<file path="src/design/cts_pkg.sv">
// Shared types and constants of the C subset token scanner.
// Holds the token record, the token kind codes and the output queue sizing.
// No dependencies.
package cts_pkg;

  // Text offsets and token lengths wrap at 2^16 bytes
  localparam int unsigned POS_W = 16;

  // Output queue: two tokens can follow one byte, so keep room for two more
  localparam int unsigned FIFO_DEPTH = 4;
  localparam int unsigned PTR_W      = 2;
  localparam int unsigned FILL_W     = 3;

  typedef enum logic [2:0] {
    KIND_NUM     = 3'd0,
    KIND_PUNCT   = 3'd1,
    KIND_KEYWORD = 3'd2,
    KIND_IDENT   = 3'd3,
    KIND_END     = 3'd4,
    KIND_ERROR   = 3'd5
  } kind_t;

  typedef struct packed {
    kind_t              kind;
    logic [POS_W-1:0]   start_pos;
    logic [POS_W-1:0]   length;
    logic [31:0]        value;
    logic [7:0]         first_char;
    logic [7:0]         second_char;
    logic [1:0]         keyword_id;
    logic               last;
  } tok_t;

  // Tokens produced by one source byte, in emission order
  typedef struct packed {
    logic [1:0] count;
    tok_t       first;
    tok_t       second;
  } tok_pair_t;

endpackage

</file>
<file path="src/design/c_subset_token_scanner.sv">
// Top level of the C subset token scanner: byte input channel, token output queue.
// Depends on cts_pkg and cts_scan.
//
// Usage:
//   Source bytes enter on ch with in_valid/in_ready; byte 0 ends a text, yields an
//   end token and restarts offsets at 0 for the next text.
//   Tokens leave on out_valid/out_ready, one per transfer, fields as separate
//   ports; last marks the final token caused by one source byte.
//   A token caused by a byte is written to the output queue on that byte's transfer
//   and presented once the tokens ahead of it have left (one register stage, the queue).
//   Throughput: one byte per cycle while the receiver takes one token per cycle.
//   A byte can cause two tokens; the four-entry output queue takes a byte only
//   while at least two entries are free, so even with the receiver always ready
//   bytes that cause two tokens slow the byte input.
//   Reset (rst, synchronous) empties the queue and returns the scanner to the
//   start of a text at offset 0.
//   When the receiver stalls, tokens stay queued unchanged and in_ready drops
//   once fewer than two entries are free.
module c_subset_token_scanner (
  input  logic        clk,
  input  logic        rst,
  input  logic        in_valid,
  output logic        in_ready,
  input  logic [7:0]  ch,
  output logic        out_valid,
  input  logic        out_ready,
  output logic [2:0]  kind,
  output logic [15:0] start_pos,
  output logic [15:0] length,
  output logic [31:0] value,
  output logic [7:0]  first_char,
  output logic [7:0]  second_char,
  output logic [1:0]  keyword_id,
  output logic        last
);

  logic               in_xfer, out_xfer;
  cts_pkg::tok_pair_t res;
  cts_pkg::tok_t      fifo_mem [cts_pkg::FIFO_DEPTH];
  cts_pkg::tok_t      head;
  logic [cts_pkg::PTR_W-1:0]  wr_ptr, rd_ptr;
  logic [cts_pkg::FILL_W-1:0] fill, fill_next, enq;

  assign in_ready = fill <= cts_pkg::FILL_W'(cts_pkg::FIFO_DEPTH - 2);
  assign in_xfer  = in_valid && in_ready;
  assign out_valid = fill != '0;
  assign out_xfer  = out_valid && out_ready;

  cts_scan u_scan (
    .clk  (clk),
    .rst  (rst),
    .step (in_xfer),
    .ch   (ch),
    .res  (res)
  );

  // Queue occupancy
  assign enq       = in_xfer ? {1'b0, res.count} : '0;
  assign fill_next = fill + enq - {{(cts_pkg::FILL_W-1){1'b0}}, out_xfer};

  always_ff @(posedge clk) begin
    if (rst) begin
      wr_ptr <= '0;
      rd_ptr <= '0;
      fill   <= '0;
    end else begin
      wr_ptr <= wr_ptr + enq[cts_pkg::PTR_W-1:0];
      if (out_xfer) begin
        rd_ptr <= rd_ptr + 1'b1;
      end
      fill <= fill_next;
    end
  end

  // Write the tokens of an accepted byte in order
  always_ff @(posedge clk) begin
    if (in_xfer && res.count != 2'd0) begin
      fifo_mem[wr_ptr] <= res.first;
    end
    if (in_xfer && res.count == 2'd2) begin
      fifo_mem[wr_ptr + 1'b1] <= res.second;
    end
  end

  // Present the queue head
  assign head        = fifo_mem[rd_ptr];
  assign kind        = head.kind;
  assign start_pos   = head.start_pos;
  assign length      = head.length;
  assign value       = head.value;
  assign first_char  = head.first_char;
  assign second_char = head.second_char;
  assign keyword_id  = head.keyword_id;
  assign last        = head.last;

`ifndef NO_ASSERTIONS
  a_fill_bound: assert property (@(posedge clk) disable iff (rst)
    fill <= cts_pkg::FILL_W'(cts_pkg::FIFO_DEPTH))
    else $error("output queue overfilled");

  a_drain_only: assert property (@(posedge clk) disable iff (rst)
    out_xfer && !in_xfer |=> fill == $past(fill) - 1'b1)
    else $error("queue count wrong after a plain drain");

  a_fill_only: assert property (@(posedge clk) disable iff (rst)
    in_xfer && !out_xfer |=> fill == $past(fill) + {1'b0, $past(res.count)})
    else $error("queue count wrong after an accepted byte");

  a_ptr_gap: assert property (@(posedge clk) disable iff (rst)
    wr_ptr - rd_ptr == fill[cts_pkg::PTR_W-1:0])
    else $error("queue pointers disagree with count");
`endif

endmodule

</file>
<file path="src/design/cts_scan.sv">
// Scanner state and per-byte token logic of the C subset token scanner.
// Produces up to two tokens for the byte on ch and advances state on step.
// Depends on cts_pkg.
module cts_scan (
  input  logic                clk,
  input  logic                rst,
  input  logic                step,
  input  logic [7:0]          ch,
  output cts_pkg::tok_pair_t  res
);

  typedef enum logic [2:0] {
    MODE_IDLE  = 3'd0,
    MODE_NUM   = 3'd1,
    MODE_IDENT = 3'd2,
    MODE_KW    = 3'd3,
    MODE_PEND  = 3'd4,
    MODE_SKIP  = 3'd5
  } mode_t;

  localparam logic [7:0] CH_NUL   = 8'h00;
  localparam logic [7:0] CH_EQ    = "=";
  localparam logic [7:0] CH_BANG  = "!";
  localparam logic [7:0] CH_LT    = "<";
  localparam logic [7:0] CH_GT    = ">";
  localparam logic [7:0] CH_UNDER = "_";

  localparam logic [1:0] KW_RETURN = 2'd0;
  localparam logic [1:0] KW_IF     = 2'd1;
  localparam logic [1:0] KW_ELSE   = 2'd2;

  // Character classes
  function automatic logic is_digit(input logic [7:0] c);
    return c >= "0" && c <= "9";
  endfunction

  function automatic logic is_alpha(input logic [7:0] c);
    return (c >= "A" && c <= "Z") || (c >= "a" && c <= "z");
  endfunction

  function automatic logic is_space(input logic [7:0] c);
    return c == " " || (c >= 8'd9 && c <= 8'd13);
  endfunction

  function automatic logic is_punct(input logic [7:0] c);
    return (c >= 8'd33 && c <= 8'd47) || (c >= 8'd58 && c <= 8'd64) ||
           (c >= 8'd91 && c <= 8'd96) || (c >= 8'd123 && c <= 8'd126);
  endfunction

  function automatic logic is_word(input logic [7:0] c);
    return is_alpha(c) || is_digit(c) || c == CH_UNDER;
  endfunction

  // Keyword spelling tables
  function automatic logic [2:0] kw_len(input logic [1:0] sel);
    logic [2:0] r;
    unique case (sel)
      KW_RETURN: r = 3'd6;
      KW_IF:     r = 3'd2;
      default:   r = 3'd4;
    endcase
    return r;
  endfunction

  function automatic logic [7:0] kw_char(input logic [1:0] sel, input logic [2:0] k);
    logic [7:0] r;
    r = CH_NUL;
    unique case (sel)
      KW_RETURN: begin
        unique case (k)
          3'd0:    r = "r";
          3'd1:    r = "e";
          3'd2:    r = "t";
          3'd3:    r = "u";
          3'd4:    r = "r";
          3'd5:    r = "n";
          default: r = CH_NUL;
        endcase
      end
      KW_IF: begin
        unique case (k)
          3'd0:    r = "i";
          3'd1:    r = "f";
          default: r = CH_NUL;
        endcase
      end
      default: begin
        unique case (k)
          3'd0:    r = "e";
          3'd1:    r = "l";
          3'd2:    r = "s";
          3'd3:    r = "e";
          default: r = CH_NUL;
        endcase
      end
    endcase
    return r;
  endfunction

  function automatic cts_pkg::tok_t mk_tok(
    input cts_pkg::kind_t              kd,
    input logic [cts_pkg::POS_W-1:0]   st,
    input logic [cts_pkg::POS_W-1:0]   ln,
    input logic [31:0]                 v,
    input logic [7:0]                  c1,
    input logic [7:0]                  c2,
    input logic [1:0]                  kw
  );
    cts_pkg::tok_t t;
    t.kind        = kd;
    t.start_pos   = st;
    t.length      = ln;
    t.value       = v;
    t.first_char  = c1;
    t.second_char = c2;
    t.keyword_id  = kw;
    t.last        = 1'b0;
    return t;
  endfunction

  // State registers
  mode_t                    mode, mode_next;
  logic [2:0]               kw_alive, kw_alive_next;
  logic [1:0]               kw_sel, kw_sel_next;
  logic [cts_pkg::POS_W-1:0] token_start, token_start_next;
  logic [cts_pkg::POS_W-1:0] position, position_next;
  logic [31:0]              number_acc, number_acc_next;
  logic [7:0]               pending_char, pending_char_next;

  // Work items of the byte logic
  cts_pkg::tok_t             tok_m, tok_f;
  logic                      m_valid, f_valid, fresh, end_text;
  logic [cts_pkg::POS_W-1:0] span;
  logic [35:0]               acc_sum;
  logic [1:0]                sel;
  logic [2:0]                klen, k;

  assign span    = position - token_start;
  assign acc_sum = {4'd0, number_acc} * 36'd10 + {32'd0, ch[3:0]};
  assign sel     = (kw_sel == KW_RETURN || kw_sel == KW_IF) ? kw_sel : KW_ELSE;
  assign klen    = kw_len(sel);
  assign k       = (kw_alive < klen) ? kw_alive : 3'd0;

  // Token logic: close the running token, then start from this byte
  always_comb begin
    mode_next         = mode;
    kw_alive_next     = kw_alive;
    kw_sel_next       = kw_sel;
    token_start_next  = token_start;
    position_next     = position + 1'b1;
    number_acc_next   = number_acc;
    pending_char_next = pending_char;
    tok_m             = '0;
    tok_f             = '0;
    m_valid           = 1'b0;
    f_valid           = 1'b0;
    fresh             = 1'b0;
    end_text          = 1'b0;

    unique case (mode)
      MODE_NUM: begin
        if (is_digit(ch)) begin
          number_acc_next = (acc_sum[35:32] != 4'd0) ? 32'hFFFF_FFFF : acc_sum[31:0];
        end else begin
          tok_m   = mk_tok(cts_pkg::KIND_NUM, token_start, span, number_acc,
                           CH_NUL, CH_NUL, KW_RETURN);
          m_valid = 1'b1;
          fresh   = 1'b1;
        end
      end
      MODE_IDENT: begin
        if (!is_word(ch)) begin
          tok_m   = mk_tok(cts_pkg::KIND_IDENT, token_start, span, 32'd0,
                           CH_NUL, CH_NUL, KW_RETURN);
          m_valid = 1'b1;
          fresh   = 1'b1;
        end
      end
      MODE_KW: begin
        if (ch == kw_char(sel, k)) begin
          kw_alive_next = k + 3'd1;
          if (k + 3'd1 >= klen) begin
            tok_m         = mk_tok(cts_pkg::KIND_KEYWORD, token_start,
                                   {{(cts_pkg::POS_W-3){1'b0}}, klen}, 32'd0,
                                   CH_NUL, CH_NUL, sel);
            m_valid       = 1'b1;
            mode_next     = MODE_IDLE;
            kw_alive_next = 3'd0;
          end
        end else if (is_word(ch)) begin
          mode_next     = MODE_IDENT;
          kw_alive_next = 3'd0;
        end else begin
          tok_m         = mk_tok(cts_pkg::KIND_IDENT, token_start, span, 32'd0,
                                 CH_NUL, CH_NUL, KW_RETURN);
          m_valid       = 1'b1;
          kw_alive_next = 3'd0;
          fresh         = 1'b1;
        end
      end
      MODE_PEND: begin
        if (ch == CH_EQ) begin
          tok_m     = mk_tok(cts_pkg::KIND_PUNCT, token_start, 16'd2, 32'd0,
                             pending_char, ch, KW_RETURN);
          m_valid   = 1'b1;
          mode_next = MODE_IDLE;
        end else begin
          tok_m   = mk_tok(cts_pkg::KIND_PUNCT, token_start, 16'd1, 32'd0,
                           pending_char, CH_NUL, KW_RETURN);
          m_valid = 1'b1;
          fresh   = 1'b1;
        end
        pending_char_next = CH_NUL;
      end
      MODE_SKIP: begin
        if (ch == CH_NUL) begin
          tok_f    = mk_tok(cts_pkg::KIND_END, position, 16'd1, 32'd0,
                            CH_NUL, CH_NUL, KW_RETURN);
          f_valid  = 1'b1;
          end_text = 1'b1;
        end
      end
      default: begin
        fresh = 1'b1;
      end
    endcase

    // Start a new token from this byte
    if (fresh) begin
      mode_next = MODE_IDLE;
      priority if (ch == CH_NUL) begin
        tok_f    = mk_tok(cts_pkg::KIND_END, position, 16'd1, 32'd0,
                          CH_NUL, CH_NUL, KW_RETURN);
        f_valid  = 1'b1;
        end_text = 1'b1;
      end else if (is_space(ch)) begin
        mode_next = MODE_IDLE;
      end else if (is_digit(ch)) begin
        mode_next        = MODE_NUM;
        token_start_next = position;
        number_acc_next  = {28'd0, ch[3:0]};
      end else if (ch == CH_EQ || ch == CH_BANG || ch == CH_LT || ch == CH_GT) begin
        mode_next         = MODE_PEND;
        token_start_next  = position;
        pending_char_next = ch;
      end else if (is_punct(ch)) begin
        tok_f   = mk_tok(cts_pkg::KIND_PUNCT, position, 16'd1, 32'd0,
                         ch, CH_NUL, KW_RETURN);
        f_valid = 1'b1;
      end else if (is_alpha(ch)) begin
        token_start_next = position;
        if (ch == "r" || ch == "i" || ch == "e") begin
          mode_next     = MODE_KW;
          kw_sel_next   = (ch == "r") ? KW_RETURN : ((ch == "i") ? KW_IF : KW_ELSE);
          kw_alive_next = 3'd1;
        end else begin
          mode_next = MODE_IDENT;
        end
      end else begin
        tok_f     = mk_tok(cts_pkg::KIND_ERROR, position, 16'd1, 32'd0,
                           ch, CH_NUL, KW_RETURN);
        f_valid   = 1'b1;
        mode_next = MODE_SKIP;
      end
    end

    // End byte: drop all state so the next byte opens a new text
    if (end_text) begin
      mode_next         = MODE_IDLE;
      kw_alive_next     = 3'd0;
      kw_sel_next       = KW_RETURN;
      token_start_next  = '0;
      position_next     = '0;
      number_acc_next   = 32'd0;
      pending_char_next = CH_NUL;
    end
  end

  // Pack tokens in order and flag the last one
  always_comb begin
    res = '0;
    if (m_valid) begin
      res.first  = tok_m;
      res.second = tok_f;
      res.count  = f_valid ? 2'd2 : 2'd1;
    end else begin
      res.first  = tok_f;
      res.count  = f_valid ? 2'd1 : 2'd0;
    end
    if (res.count == 2'd1) begin
      res.first.last = 1'b1;
    end
    if (res.count == 2'd2) begin
      res.second.last = 1'b1;
    end
  end

  // Hold state; advance on each accepted byte
  always_ff @(posedge clk) begin
    if (rst) begin
      mode         <= MODE_IDLE;
      kw_alive     <= 3'd0;
      kw_sel       <= KW_RETURN;
      token_start  <= '0;
      position     <= '0;
      number_acc   <= 32'd0;
      pending_char <= CH_NUL;
    end else if (step) begin
      mode         <= mode_next;
      kw_alive     <= kw_alive_next;
      kw_sel       <= kw_sel_next;
      token_start  <= token_start_next;
      position     <= position_next;
      number_acc   <= number_acc_next;
      pending_char <= pending_char_next;
    end
  end

`ifndef NO_ASSERTIONS
  a_end_restarts: assert property (@(posedge clk) disable iff (rst)
    step && ch == CH_NUL |=> position == '0 && mode == MODE_IDLE)
    else $error("end byte did not restart the text");

  a_end_emits: assert property (@(posedge clk) disable iff (rst)
    step && ch == CH_NUL |->
      (res.count == 2'd1 && res.first.kind == cts_pkg::KIND_END && res.first.last) ||
      (res.count == 2'd2 && res.second.kind == cts_pkg::KIND_END && res.second.last))
    else $error("end byte without a closing end token");

  a_skip_silent: assert property (@(posedge clk) disable iff (rst)
    step && mode == MODE_SKIP && ch != CH_NUL |-> res.count == 2'd0 && mode_next == MODE_SKIP)
    else $error("token emitted while discarding after an error");
`endif

endmodule
</file>
<file path="config.mk">
export PLATFORM = sky130hd
export DESIGN_NAME = c_subset_token_scanner
export DESIGN_NICKNAME = d
export VERILOG_FILES = /design/src/design/cts_pkg.sv /design/src/design/c_subset_token_scanner.sv /design/src/design/cts_scan.sv
export SDC_FILE = /design/constraint.sdc
export NUM_CORES = 1
export LEC_CHECK = 0
export ABC_AREA = 1
export BUFFER_PORTS_ARGS = -buffer_cell sky130_fd_sc_hd__buf_2
export CAP_MARGIN = 0
export CORE_MARGIN = 1.5
export CORE_UTILIZATION = 57
export DETAILED_ROUTE_END_ITERATION = 8
export HOLD_SLACK_MARGIN = 0.1
export MAX_ROUTING_LAYER = met4
export PLACE_DENSITY = 0.78
export SLEW_MARGIN = 10
export SYNTH_ARGS = -nofsm -noshare
export SYNTH_HDL_FRONTEND = slang
export SYNTH_SLANG_ARGS = --single-unit
</file>
<file path="constraint.sdc">
create_clock -name clk -period 5.1 [get_ports clk]
set_input_delay 0.51 -clock clk [delete_from_list [all_inputs] [get_ports clk]]
set_output_delay 0.51 -clock clk [all_outputs]
set_load 0.1 [all_outputs]
</file>
* After elaboration in Yosys (flattened, before gate mapping)
Memories as Yosys holds them, arrays and structs flattened. A register that Yosys moved wholly into a read port is not among the register bits.
Index checks and enable logic that the tools add are counted.
** Cells by class
- Equality and inequality tests :: 33
- Order comparisons :: 19
- Multiplexer cells :: 116
- Add/sub/neg operators :: 9
- Reductions and logical operators :: 42
- Multiply operators :: 1
** Operator list (number)
- 86-bit two-way mux :: 11
- 86-bit one-hot mux with 4 select lines :: 1
- 32-bit two-way mux :: 8
- 85-bit two-way mux :: 2
- 16-bit two-way mux :: 9
- 88-bit two-way mux :: 1
- 83-bit two-way mux :: 1
- 3-bit two-way mux :: 25
- 8-bit two-way mux :: 8
- 53-bit two-way mux :: 1
- 8-bit by 6-bit equality test with 1-bit output, second input constant :: 5
- 8-bit by 7-bit less-or-equal comparator with 1-bit output, second input constant :: 5
- 36-bit by 4-bit adder with 36-bit output :: 1
- 32-bit by 3-bit multiplier with 35-bit output, second input constant :: 1
- 7-bit one-hot mux with 5 select lines :: 1
- 8-bit by 7-bit equality test with 1-bit output, second input constant :: 4
- 8-bit by 7-bit greater-or-equal comparator with 1-bit output, second input constant :: 4
- 2-bit two-way mux :: 16
- 1-bit two-way mux :: 25
- 8-bit by 6-bit greater-or-equal comparator with 1-bit output, second input constant :: 3
- 7-bit one-hot mux with 3 select lines :: 1
- 16-bit by 1-bit adder with 16-bit output, second input constant :: 1
- 8-bit by 6-bit less-or-equal comparator with 1-bit output, second input constant :: 2
- 8-bit one-hot mux with 2 select lines :: 1
- 37 further kinds :: 83
** Word-level totals
- Bits of input ports :: 12
- Memories kept :: 1
- Register bits :: 87
- Output and inout port bits :: 88
- RAM bits :: 344
- Logic and storage cells :: 231
** Memory list
- fifo_mem :: depth 4, bits a word 86, rd ports 1, clocked after memory_dff 1, wr ports 2, line c_subset_token_scanner.sv:39 : cts_pkg::tok_t fifo_mem [cts_pkg::FIFO_DEPTH];

* Longest topological paths before layout
- Word-level depth :: 24
- Depth in mapped cells :: 32
- Mapped depth without buffers :: 32

* By module
From an unflattened synthesis, not the netlist that was laid out.
** Unflattened totals
- Cell total of the unflattened synthesis :: 3981
- Area total of the unflattened synthesis :: 28934.0 µm²
** Modules (own cells, without submodules)
- c_subset_token_scanner :: sequential area each 10510.1 µm², cells each 2056, area an instance 18128.6 µm², instances 1
- cts_scan :: sequential area each 1601.5 µm², cells each 1925, area an instance 10805.4 µm², instances 1

* Least setup slack after synthesis
Ideal clock, no wire load.
- Path type :: reg-to-reg
- From :: register u_scan.kw_sel[1]
- To :: memory fifo_mem[1][0] (netlist bit), enable pin
- Required time :: 4.712 ns
- Library setup time :: 0.388 ns
- Stages on the path, launching flop included :: 27
- Clock period less this slack :: 4.811 ns
- Arrival time :: 4.423 ns
- Path slack :: 0.289 ns
- Path buffers :: 2
- Cells stage by stage :: dfxtp_1 > buf_6 > nor2_1 > ha_1 > a21oi_4 > nand2_2 > inv_2 > ha_1 > ha_1 > inv_1 > nand2_1 > nor2_1 > nor2_1 > nand3_1 > nand2_1 > nor2_2 > nand3_1 > nand2_2 > nand4_1 > nand2_1 > inv_1 > ha_1 > nand2_1 > nor3_1 > clkinv_1 > clkbuf_1 > nand2_1
** RTL lines
- from (decl) :: line cts_scan.sv:124 : logic [1:0] kw_sel, kw_sel_next;
- from (signal assigned) :: line cts_scan.sv:311 : kw_sel <= kw_sel_next;
- to (decl) :: line c_subset_token_scanner.sv:39

* Final worst setup path
- From :: register u_scan.kw_sel[0]
- To :: register fill[2] (netlist bit)
** Between the ends
- Longest elaborated chain between the ends :: 21
- Elaborated cells between the ends (all ways) :: 37
- Those cells by class :: add/sub: 3; order compare: 2; eq/ne: 8; mux: 18; reduce/logical: 6
** Ends and longest elaborated chain
- 2-bit by 1-bit equality test with 1-bit output / 2-bit zero test (equally long branches) :: line cts_scan.sv:140 : assign sel = (kw_sel == KW_RETURN || kw_sel == KW_IF) ? kw_sel : KW_ELSE;
- 1-bit logical OR :: line cts_scan.sv:140
- 2-bit two-way mux (*) :: line cts_scan.sv:140
- 2-bit by 1-bit equality test with 1-bit output / 2-bit zero test (equally long branches) :: line cts_scan.sv:57, cts_scan.sv:68
- 3-bit one-hot mux with 2 select lines :: line cts_scan.sv:57 : unique case (sel)
- 3-bit < comparator :: line cts_scan.sv:142 : assign k = (kw_alive < klen) ? kw_alive : 3'd0;
- 3-bit two-way mux :: line cts_scan.sv:142
- 3-bit equality test, or another cell as far along :: line cts_scan.sv:70 : unique case (k)
- [5 not listed]
- 1-bit two-way mux :: line cts_scan.sv:180 : if (ch == kw_char(sel, k)) begin
- 1-bit one-hot mux with 5 select lines :: line cts_scan.sv:160 : unique case (mode)
- 1-bit two-way mux :: line cts_scan.sv:229 : if (fresh) begin
- 1-bit two-way mux / 2-bit two-way mux (equally long branches) :: line cts_scan.sv:288, cts_scan.sv:285
- 88-bit two-way mux (*) :: line cts_scan.sv:282 : if (m_valid) begin
- 2-bit two-way mux (*) :: line c_subset_token_scanner.sv:58 : assign enq = in_xfer ? {1'b0, res.count} : '0;
- 3-bit by 2-bit adder with 3-bit output (*) :: line c_subset_token_scanner.sv:59 : assign fill_next = fill + enq - {{(cts_pkg::FILL_W-1){1'b0}}, out_xfer};
- 3-bit by 1-bit subtractor with 3-bit output (*) :: line c_subset_token_scanner.sv:59
- to (signal assigned) :: line c_subset_token_scanner.sv:71 : fill <= fill_next;
- to (decl) :: line c_subset_token_scanner.sv:42 : logic [cts_pkg::FILL_W-1:0] fill, fill_next, enq;
Every way passes the cells marked *; elsewhere a longest branch is shown, timed or not. The select of a mux whose other input is x is not followed.
A chain may end at the register's enable or synchronous reset.

==> impl_results.md <==
* Status: finished, final reports clean
* Finished Core Util at 63.4%
* H-tree depth at 2
* Worst Hold Launch: out_ready
* Startpoint Class: flop
* Post-synthesis net count at 3,648
* Rel. slew slack at 27.8%
* Post-synth top flop: dfxtp_1
* Pwr Total at 14.6 mW
* Post-Layout Cell Count at 4,171
* Synth cell types at 60
* Final net count at 3,660
* Unrepaired setup endpoints after global routing: false
* Post-synthesis compound-gate area fraction at 15.3%
* Hold_buf cts at 0
* Critical Path Most Common Cell: ha_1
* Routed Antenna Nets at 0
* CP Capture Type: flop
* Worst EP required at 5.62 ns
* Internal power at 7.42 mW
* Worst skew pair latency at 0.61 ns
* Post-Synthesis Cells at 3,537
* CP max-delay cell: fa_1
* Mux share of post-synthesis cell area at 0%
* Initial Util at 57.5%
* Total GRT Usage at 34.0%
* Core area at 42,900 um2
* Dpl cells at 4,080
* Syn_area_per_cell at 6.97 um2
* Post-synth ARST share at 0%
* Arrival time worst endpoint at 5.27 ns
* Highest routed layer: met4
* Worst hold path type: input pin to flop
* Chip Height at 211 um
* Mapped Area at 24,700 um2
* Layout cell share with drive strength beyond 1 at 9.65%
* Max Fclk at 0.210 GHz
* CTS Buffer Depth at 3
* Met2 wire length at 32,700 um
* Drt wl/cell at 17.8 um
* Number of synthesized flops with an enable pin at 112
* Final Slew Violations at 0
* Simple-gate share of the synthesized area at 30.7%
* Pre-CTS setup slack at 0.0599 ns
* Worst vdd ir at 585 uV
* IO Pins at 100
* Antenna violations before repair at 2
* TritonRoute pass-1 iters at 8
* XOR/XNOR share of the synthesized area at 1.21%
* DRT Wirelength at 74,500 um
* First-pass GRT wire length at 117,000 um
* Post-route worst setup slack at 0.344 ns
* Combinational power share at 46.9%
* RR Endpoint: fill[2]
* Sequential element share of the synthesized area at 39.7%
* Met3 routed WL at 8090 um
* Crit Path Max Fanout at 6
* # port buffers at 99
* Via density at 5.83
* Pwr Density at 538 nW/um2
* Largest net degree at the start of global routing at 103
* Worst Hold Depth at 4
* CTS Root Cell: clkbuf_16
* Flop-to-flop setup slack at 0.34 ns
* CTS Sinks at 433
* Max-cap viol count at 0
* Sequential power share at 29.4%
* Routability cong. at 1.00
* Yosys warning count at 0
* Detailed Route Iter0 Violations at 2,843
* Clock Power Share at 23.7%
* Min cycle time layout at 4.76 ns
* CP Class: flop to flop
* Num CTS Buffers at 46
* GRT Residual Overflow at 0
* Placement Rows at 76
* Psw at 7.21 mW
* Slew @ Worst Pin at 1.08 ns
* Synth Area in Adders at 5.14%
* Endpoints failing setup at 0
* Clock transition at path regs at 0.06 ns
* Worst r2r src: u_scan.kw_sel[0]
* Hold Crit Endpoint: rd_ptr[0]
* Largest stage delay on the critical path at 0.38 ns
* DRC viols at 0
* Met1 wire length at 31,600 um
* Sw Share at 49.3%
* Final Instance Area at 27,200 um2
* Area Growth Syn to Fin at 10.2%
* Area post-placement at 25,600 um2
* Via Count at 24,300
* Setup TNS at 0 ns
* DIE AREA at 44,500 um2
* Die W at 211 um
* Detail Placement HPWL at 47,700 um
* CTS tree: done
* Leak at 11.9 nW
* Main combinational cell family by area after synthesis: simple AND/OR/NAND/NOR gates
* Count of final hold-check violations at 0
* Count of state elements after synthesis at 433
* Hold_ws at 0.325 ns
* Clock Skew at 0.0226 ns
* Cells on worst reg2reg path at 32
* Vias in the first global route at 22,400
* Final period utilization at 93.2%
synthesized netlist by cell type, types with 7 or more instances:
| master | count | share of area (%) |
|---|---|---|
| dfxtp_1 | 321 | 26 |
| xor2_1 | 26 | 0.92 |
| o22ai_1 | 94 | 2.4 |
| ha_1 | 95 | 4.8 |
| buf_6 | 7 | 0.32 |
| xnor2_1 | 8 | 0.28 |
| nor2_2 | 22 | 0.56 |
| or2_2 | 15 | 0.38 |
| inv_2 | 12 | 0.18 |
| edfxtp_1 | 112 | 14 |
| o21ai_0 | 409 | 8.3 |
| inv_1 | 283 | 4.3 |
| nand4_1 | 29 | 0.74 |
| nor2_1 | 377 | 5.7 |
| buf_1 | 20 | 0.30 |
| nand2_1 | 921 | 14 |
| a21oi_1 | 133 | 2.7 |
| o21ai_2 | 13 | 0.46 |
| o21ai_1 | 14 | 0.28 |
| nand2_2 | 18 | 0.46 |
| clkbuf_1 | 138 | 2.1 |
| nor3_1 | 27 | 0.55 |
| nand3_1 | 346 | 7.0 |
| clkinv_1 | 8 | 0.12 |
cell usage in the layout (no fill, tap or decap), types with 6 or more instances in the layout:
master     Yosys  layout
ha_1          95      95
xor2_1        26      26
nand3_1      346     345
nor2_4         6       6
nand3b_1       6       6
inv_2         12      20
inv_1        283     276
nor2_2        22      25
clkbuf_16      0      49
o22ai_1       94      94
buf_4          2      37
nor3_2         2      10
nor2_1       377     374
nand2_2       18      20
clkinv_2       0       9
o21ai_2       13      13
buf_12         0      10
a21oi_1      133     133
edfxtp_1     112     112
nand4_1       29      29
xnor2_1        8       8
or2_2         15      15
nor3_1        27      19
nand2_1      921     919
o21ai_1       14      14
o21ai_0      409     409
dfxtp_1      321     318
buf_2          5      99
clkbuf_1     138      14
state kept, by name, indices dropped and copies added, names as in the netlist, named ones only:
| signal | flops |
|---|---|
| fifo_mem | 344 |
| fill | 3 |
| rd_ptr | 2 |
| u_scan.kw_alive | 3 |
| u_scan.kw_sel | 2 |
| u_scan.mode | 3 |
| u_scan.number_acc | 32 |
| u_scan.pending_char | 8 |
| u_scan.position | 16 |
| u_scan.token_start | 16 |
| wr_ptr | 2 |
power by group through the flow:
stage	logic, mW	registers, mW	clock network, mW
global placement	6.61	4.35	0
CTS	6.68	4.29	3.49
global route	7.24	4.35	3.63
detailed placement	6.66	4.36	0
finish	6.86	4.30	3.47
floorplan	5.22	4.25	0
routing by layer:
| metal | global-route usage [%] | vias up |
|---|---|---|
| li1 | - | 11700 |
| met5 | - | - |
| met1 | 45.0 | 11200 |
| met4 | 11.3 | 0 |
| met2 | 52.0 | 1181 |
| met3 | 7.05 | 148 |
timing repair:
item / in CTS / in global routing
hold endpoints to repair: 0 / 0
resized for setup: 0 / 7
setup endpoints to repair: 0 / 10
buffers inserted: 0 / 6
how the worst max path moves through the flow:
| stage | slack (ns) | cells past startpoint | to | startpoint |
|---|---|---|---|---|
| 2_1_floorplan | 0.29 | 26 | fifo_mem[1][0] | u_scan.kw_sel[1] |
| 3_3_place_gp | 0.18 | 32 | fill[2] | u_scan.kw_sel[0] |
| 3_5_place_dp | 0.06 | 32 | fill[2] | u_scan.kw_sel[0] |
| 4_1_cts | 0.03 | 32 | fill[2] | u_scan.kw_sel[0] |
| 5_1_grt | 0.006 | 32 | fill[2] | u_scan.kw_sel[0] |
| 6_report | 0.34 | 32 | fill[2] | u_scan.kw_sel[0] |
critical path: cells and delay by family, from the launching register on:
| kind | cells | cell delay (ns) |
|---|---|---|
| adders and majority gates | 7 | 1.73 |
| xor gates and xnor gates | 1 | 0.19 |
| and+or+nand+nor | 16 | 1.71 |
| AOI/OAI and AO/OA | 2 | 0.32 |
| DFF | 1 | 0.36 |
| buffers and inverters | 6 | 0.37 |
kinds of logic (layout without fill, tap and decap cells):
group,count (synthesis),count (layout)
simple gates,1787,1787
other cells,0,2
compound gates,697,697
flops,433,433
xor+xnor,34,34
fa+ha+maj,99,99
buf+inv,487,534
cell type report:
type | instances | area [um2]
fill | 3839 | 15700
multi-input combinational | 2617 | 13000
sequential | 433 | 9800
clock buffer | 69 | 1360
inverter | 305 | 1160
timing repair buffer | 146 | 973
tap | 585 | 732
clock inverter | 14 | 193
antenna | 2 | 5.00
Power figures use the tool's default switching activity.
